File: src/hdl/x86ea_pkg.sv
// Package: shared types and constants for the x86 effective address block
`timescale 1ns / 1ps
package x86ea_pkg;

    localparam int NumGeneral = 8;
    localparam int NumSegment = 6;

    localparam logic [2:0]  NoOverride = 3'd6;
    localparam logic [2:0]  SegEs      = 3'd0;
    localparam logic [2:0]  SegCs      = 3'd1;
    localparam logic [2:0]  SegSs      = 3'd2;
    localparam logic [2:0]  SegDs      = 3'd3;
    localparam logic [15:0] CsResetVal = 16'hF000;

    localparam logic [2:0] GrEsp = 3'd4;
    localparam logic [2:0] GrEbp = 3'd5;
    localparam logic [2:0] GrEbx = 3'd3;
    localparam logic [2:0] GrEsi = 3'd6;
    localparam logic [2:0] GrEdi = 3'd7;

    localparam logic [1:0] ModNoDisp  = 2'd0;
    localparam logic [1:0] ModDisp8   = 2'd1;
    localparam logic [1:0] ModDispFul = 2'd2;
    localparam logic [1:0] ModReg     = 2'd3;

    typedef enum logic {
        CMD_LOAD    = 1'b0,
        CMD_COMPUTE = 1'b1
    } command_t;

    typedef struct packed {
        command_t    command;
        logic [3:0]  reg_select;
        logic [31:0] reg_value;
        logic        address_size32;
        logic [7:0]  modrm_byte;
        logic [7:0]  sib_byte;
        logic [31:0] displacement;
        logic [2:0]  segment_override;
    } ea_in_t;

    typedef struct packed {
        logic [15:0] segment_value;
        logic [31:0] offset;
        logic [32:0] linear_address;
        logic [2:0]  bytes_consumed;
        logic        status;
    } ea_out_t;

    typedef logic [NumGeneral-1:0][31:0] gpr_file_t;
    typedef logic [NumSegment-1:0][15:0] seg_file_t;

endpackage

File: src/hdl/x86ea_addr_calc.sv
// Combinational ModR/M and SIB address decode and offset calculation
`timescale 1ns / 1ps
module x86ea_addr_calc
    import x86ea_pkg::*;
(
    input  ea_in_t    item,
    input  gpr_file_t gpr,
    input  seg_file_t seg,
    output ea_out_t   result
);

    logic [1:0]  mode;
    logic [2:0]  rm;
    logic [1:0]  scale;
    logic [2:0]  index;
    logic [2:0]  base;
    logic [15:0] base16;
    logic [15:0] disp16;
    logic [15:0] off16;
    logic [31:0] disp32;
    logic [31:0] index_val;
    logic [31:0] base_val;
    logic [31:0] off32;
    logic [2:0]  consumed;
    logic [2:0]  seg_idx;
    logic [2:0]  seg_sel;
    logic [15:0] seg_val;

    assign mode  = item.modrm_byte[7:6];
    assign rm    = item.modrm_byte[2:0];
    assign scale = item.sib_byte[7:6];
    assign index = item.sib_byte[5:3];
    assign base  = item.sib_byte[2:0];

    always_comb begin
        base16    = '0;
        disp16    = '0;
        disp32    = '0;
        index_val = '0;
        base_val  = '0;
        consumed  = '0;
        seg_idx   = SegDs;
        off16     = '0;
        off32     = '0;
        if (!item.address_size32) begin
            case (mode)
                ModDisp8: begin
                    disp16   = {{8{item.displacement[7]}}, item.displacement[7:0]};
                    consumed = 3'd1;
                end
                ModDispFul: begin
                    disp16   = item.displacement[15:0];
                    consumed = 3'd2;
                end
                default: begin
                    disp16   = '0;
                    consumed = 3'd0;
                end
            endcase
            case (rm)
                3'd0: base16 = gpr[GrEbx][15:0] + gpr[GrEsi][15:0];
                3'd1: base16 = gpr[GrEbx][15:0] + gpr[GrEdi][15:0];
                3'd2: begin
                    base16  = gpr[GrEbp][15:0] + gpr[GrEsi][15:0];
                    seg_idx = SegSs;
                end
                3'd3: begin
                    base16  = gpr[GrEbp][15:0] + gpr[GrEdi][15:0];
                    seg_idx = SegSs;
                end
                3'd4: base16 = gpr[GrEsi][15:0];
                3'd5: base16 = gpr[GrEdi][15:0];
                3'd6: begin
                    if (mode == ModNoDisp) begin
                        disp16   = item.displacement[15:0];
                        consumed = 3'd2;
                        base16   = '0;
                    end else begin
                        base16  = gpr[GrEbp][15:0];
                        seg_idx = SegSs;
                    end
                end
                default: base16 = gpr[GrEbx][15:0];
            endcase
            off16 = base16 + disp16;
            off32 = {16'h0000, off16};
        end else begin
            case (mode)
                ModDisp8: begin
                    disp32   = {{24{item.displacement[7]}}, item.displacement[7:0]};
                    consumed = 3'd1;
                end
                ModDispFul: begin
                    disp32   = item.displacement;
                    consumed = 3'd4;
                end
                default: begin
                    disp32   = '0;
                    consumed = 3'd0;
                end
            endcase
            if (rm == GrEsp) begin
                index_val = (index == GrEsp) ? 32'h0 : (gpr[index] << scale);
                consumed  = consumed + 3'd1;
                if (base == GrEbp && mode == ModNoDisp) begin
                    disp32   = item.displacement;
                    consumed = consumed + 3'd4;
                    base_val = '0;
                end else begin
                    base_val = gpr[base];
                    if (base == GrEsp || base == GrEbp) begin
                        seg_idx = SegSs;
                    end
                end
            end else if (rm == GrEbp && mode == ModNoDisp) begin
                disp32   = item.displacement;
                consumed = 3'd4;
            end else begin
                base_val = gpr[rm];
                if (rm == GrEbp) begin
                    seg_idx = SegSs;
                end
            end
            off32 = index_val + base_val + disp32;
        end
    end

    assign seg_sel = (item.segment_override < NoOverride) ? item.segment_override : seg_idx;
    assign seg_val = seg[seg_sel];

    always_comb begin
        result = '0;
        if (item.command == CMD_COMPUTE) begin
            if (mode == ModReg) begin
                result.status = 1'b1;
            end else begin
                result.segment_value  = seg_val;
                result.offset         = off32;
                result.linear_address = {1'b0, 12'h000, seg_val, 4'h0} + {1'b0, off32};
                result.bytes_consumed = consumed;
            end
        end
    end

endmodule

File: src/hdl/x86_modrm_effective_address.sv
// Top level: register file, input stage and result stage of the address generator
//
// Usage:
//   s_valid/s_ready/s_item carry one command per transfer: a register load
//   (EAX..EDI, ES..GS) or an effective address computation from ModR/M,
//   SIB and displacement bytes. m_valid/m_ready/m_item return exactly one
//   result per command; a load returns an all-zero result.
//   From input transfer to result valid a command passes through the input
//   register, then the address adder and segment select into the result
//   register. Throughput is one command per cycle while m_ready is high; the
//   address path is a single three-operand add plus the segment shift-add.
//   A load updates the register file as it leaves the input register, so a
//   compute in the next cycle already sees the new value.
//   Reset clears all general registers and segments, except CS = 0xF000,
//   and empties both stages. When m_ready is low the result holds, the
//   input register still fills once, and s_ready drops after that.
`timescale 1ns / 1ps
module x86_modrm_effective_address
    import x86ea_pkg::*;
(
    input  logic    aclk,
    input  logic    aresetn,
    input  logic    s_valid,
    output logic    s_ready,
    input  ea_in_t  s_item,
    output logic    m_valid,
    input  logic    m_ready,
    output ea_out_t m_item
);

    ea_in_t    in_reg;
    logic      in_valid_reg;
    ea_out_t   out_reg;
    logic      out_valid_reg;
    gpr_file_t gpr_reg;
    seg_file_t seg_reg;
    seg_file_t seg_reset;
    ea_out_t   result_next;
    logic      advance;
    logic      load_en;

    assign advance = in_valid_reg && (!out_valid_reg || m_ready);
    assign s_ready = !in_valid_reg || advance;
    assign load_en = advance && (in_reg.command == CMD_LOAD);

    always_comb begin
        seg_reset        = '0;
        seg_reset[SegCs] = CsResetVal;
    end

    x86ea_addr_calc u_calc (
        .item   (in_reg),
        .gpr    (gpr_reg),
        .seg    (seg_reg),
        .result (result_next)
    );

    always_ff @(posedge aclk) begin
        if (!aresetn) begin
            in_valid_reg <= 1'b0;
        end else if (s_ready) begin
            in_valid_reg <= s_valid;
        end
    end

    always_ff @(posedge aclk) begin
        if (s_ready && s_valid) begin
            in_reg <= s_item;
        end
    end

    always_ff @(posedge aclk) begin
        if (!aresetn) begin
            out_valid_reg <= 1'b0;
        end else if (advance) begin
            out_valid_reg <= 1'b1;
        end else if (m_ready) begin
            out_valid_reg <= 1'b0;
        end
    end

    always_ff @(posedge aclk) begin
        if (advance) begin
            out_reg <= result_next;
        end
    end

    always_ff @(posedge aclk) begin
        if (!aresetn) begin
            gpr_reg <= '0;
            seg_reg <= seg_reset;
        end else if (load_en) begin
            if (!in_reg.reg_select[3]) begin
                gpr_reg[in_reg.reg_select[2:0]] <= in_reg.reg_value;
            end else if (in_reg.reg_select[2:0] < NoOverride) begin
                seg_reg[in_reg.reg_select[2:0]] <= in_reg.reg_value[15:0];
            end
        end
    end

    assign m_valid = out_valid_reg;
    assign m_item  = out_reg;

endmodule

File: config.mk
export PLATFORM = sky130hd
export DESIGN_NAME = x86_modrm_effective_address
export DESIGN_NICKNAME = d
export VERILOG_FILES = /design/src/hdl/x86ea_pkg.sv /design/src/hdl/x86ea_addr_calc.sv /design/src/hdl/x86_modrm_effective_address.sv
export SDC_FILE = /design/constraint.sdc
export NUM_CORES = 2
export LEC_CHECK = 0
export ABC_AREA = 1
export BUFFER_PORTS_ARGS = -buffer_cell sky130_fd_sc_hd__clkbuf_2
export CORE_AREA = 10 10 318 351
export DETAILED_ROUTE_END_ITERATION = 10
export DIE_AREA = 0 0 328 361
export PLACE_DENSITY_LB_ADDON = 0.08
export RECOVER_POWER = 25
export SYNTH_ARGS = -nofsm -noshare
export SYNTH_HDL_FRONTEND = slang
export SYNTH_SLANG_ARGS = --single-unit
File: constraint.sdc
create_clock -name aclk -period 13.4 [get_ports aclk]
set_input_delay 1.34 -clock aclk [delete_from_list [all_inputs] [get_ports aclk]]
set_output_delay 1.34 -clock aclk [all_outputs]
set_load 0.03 [all_outputs]
==> results.ini <==
[status]
status = finished, violations left
violations = capacitance limit, slew limit

[critical_path]
crit_arrival_ns = 10.04
critPathCaptureType = flop
cp_slowest_cell = clkbuf_1
path_common_cell = nand2_1
crit_fanout = 37
startpoint_type = flop
crit_type = reg2reg
crit_path_max_incr_delay_ns = 2.06
required_ns = 13.85

[drt]
routedWlPerCell_um = 23.97
wl_um = 141900
detail-route-antenna-nets = 0
met3WireLength_um = 9348
dr.pass1.iters = 6
wl_met2_um = 64910
drt_iter0_markers = 2596
topRoutingLayerUsed = met5
vias_per_cell = 5.368
vias = 31780
drc = 0
wirelength_met1_um = 62790

[logic_synthesis]
synth_edf_count = 167
synth.top_cell.area_share_pct = 22.09
yosysTopAreaCell = dfxtp_1
syn_area_per_cell_sq_um = 7.182
synthTopCellsByCount = o21ai_0 (747), a21oi_1 (701), nand2_1 (595)
synth-main-ff-cell = dfxtp_1
synth_area_sq_mm = 0.03208
netlist_instances = 4466
synth_seq_cells = 521
synthDistinctLibCells = 54
synth_nets = 4691
synth.most_common_cell = o21ai_0
yosysSeqAreaShare_pct = 37.73
synthArstFlopShare_pct = 0
yosys_warnings = 0
synth.area.top_cells = dfxtp_1 (22%), edfxtp_1 (16%), o21ai_0 (12%)

[placement]
dpl.hpwl_um = 94950
globalplace.congestion = 0.9033
dp_cells = 5803
port_buffers = 176

[global_routing]
grt_pass1_vias = 30530
antenna_found_initial = 2
overflow = 0
grt.total_usage_pct = 23.10
grt_pass1_wl_um = 207400
grt_start_max_net_pins = 118

[run]
maxCapViolations = 4

[power]
intPower_mw = 2.821
clkPwrFrac_pct = 41.8
p_leak_nw = 14.26
p_comb_share_pct = 16.9
power.share.sequential_pct = 41.4
p_switching_mw = 1.278
ir_worst_vdd_v = 0.0001045
switching_share_pct = 31.17
cellPowerDensity_mw_per_mm2 = 113.8

[sta]
rsz0062_at_grt = no
setup_viol_count_final = 0
worstMarginPinSlew_ns = 5.386
fin_skew_ns = 0.04566
min_period_ns = 9.594
maxSlewHeadroom_pct = -259.0
final_hold_viol_count = 0
period_share_pct = 71.60
setup_tns_ns = 0
report.final.slew_viol_count = 207
fmax_mhz = 104.2

[final_layout]
largest_reg_flops = 256
fill_cells = 11320
final_cell_count_no_fill = 5920
fin_nets = 4694
drive_above_1_share_pct = 7.077
area_growth_pct = 12.29

[clock_network]
cts_resized = 0
clock_path_buffers = 3
clk_pin_slew_ns = 0.06
cts.sinks = 521
cts-hold-fix-buffers = 0
cts-root-buf = clkbuf_16
post-cts-setup-buffer-count = 0
cts_tree = built
htreeDepth = 2
clock_latency_ns = 0.70
numCtsBuffers = 61

[floorplan]
placeableCoreArea_sq_mm = 0.1046
chipHeight_um = 361
die_area_sq_mm = 0.1184
num_rows = 125
dieWidth_um = 328
start_util_pct = 30.66
io_pins = 180

[min_path]
hp-class = reg2reg

[stage by stage]
step / util (%) / area (sq um) / setup slack, ns / power, mW / hold slack (ns)
final: 34.42 / 36020 / 3.806 / 4.099 / 0.4749
after global routing: 34.42 / 36020 / 3.236 / 4.269 / 0.5033
after CTS: 34.53 / 36130 / 4.758 / 4.145 / 0.4840
after detailed placement: 32.61 / 34120 / 4.728 / 2.415 / 0.4675
after global placement: 32.61 / 34120 / 4.768 / 2.417 / 0.4647
after floorplan: - / 32080 / 6.088 / 2.142 / 0.4463
[power by group through the flow]
| stage | logic, mW | registers, mW | clock network (mW) |
|---|---|---|---|
| final | 0.691 | 1.70 | 1.71 |
| after global routing | 0.755 | 1.70 | 1.82 |
| after global placement | 0.686 | 1.73 | 0 |
| after detailed placement | 0.686 | 1.73 | 0 |
| after floorplan | 0.397 | 1.74 | 0 |
| after CTS | 0.689 | 1.70 | 1.76 |
[cell families (layout without fill, tap and decap cells)]
kind of cell | count (synthesis) | after routing | share of synthesized area, %
DFF | 521 | 521 | 37.73
buffers and inverters | 832 | 888 | 9.978
muxes | 13 | 13 | 0.4057
other | 0 | 1 | 0
xor gates and xnor gates | 8 | 8 | 0.2185
AOI/OAI and AO/OA | 1845 | 1845 | 31.36
adders and majority gates | 132 | 132 | 5.992
and+or+nand+nor | 1115 | 1115 | 14.32
[per-layer routing]
metal | vias up | track usage (%)
met5 | - | 0
li1 | 15470 | -
met2 | 1095 | 37.90
met3 | 197 | 3.912
met4 | 2 | 7.510
met1 | 15010 | 30.51
[worst max-delay path, delay by kind of cell (launching register included)]
family	cells	cell delay (ns)
AND/OR/NAND/NOR	18	3.10
buffers and inverters	9	3.40
adder cells (fa/ha/maj)	3	1.15
flip-flops	1	0.36
AO/OA/AOI/OAI	4	1.11
XOR/XNOR	1	0.19
[path summary, 6_finish.rpt]
| kind | slack, ns | start | depth (start not counted) | end |
|---|---|---|---|---|
| max | 3.81 | in_reg[45]$_DFFE_PP_ | 35 | m_item[33]$_SDFFCE_PP0P_ |
| min | 0.47 | in_valid_reg$_SDFFE_PN0N_ | 2 | m_valid$_SDFFE_PN0P_ |
| max reg2reg | 3.81 | in_reg[45]$_DFFE_PP_ | 35 | m_item[33]$_SDFFCE_PP0P_ |
| min reg2reg | 0.47 | in_valid_reg$_SDFFE_PN0N_ | 2 | m_valid$_SDFFE_PN0P_ |
[area by class of cell]
type	instances	area [sq um]	area share, %
multi-input cells	3113	16870	46.83
flip-flops and latches	521	12100	33.60
inverters	531	1997	5.544
well taps	1397	1748	4.853
clock buffers	85	1688	4.686
repair buffers	241	1287	3.575
clock inverters	31	325.3	0.9032
diodes	1	2.502	0.006948
[placed cells by master, fill, tap and decap left out, drive strengths merged, types with 6 or more instances in the layout]
cell type / instances
a2111oi: 7
a211oi: 48
a21oi: 701
a221o: 7
a221oi: 18
a31oi: 53
and2: 19
buf: 64
clkbuf: 262
clkinv: 27
clkinvlp: 6
dfxtp: 354
edfxtp: 167
fa: 36
ha: 96
inv: 524
mux2i: 13
nand2: 599
nand3: 149
nand4: 13
nor2: 284
nor3: 26
o2111ai: 25
o211ai: 52
o21a: 6
o21ai: 803
o21bai: 13
o221ai: 19
o22ai: 70
or2: 14
Power figures use the tool's default switching activity.
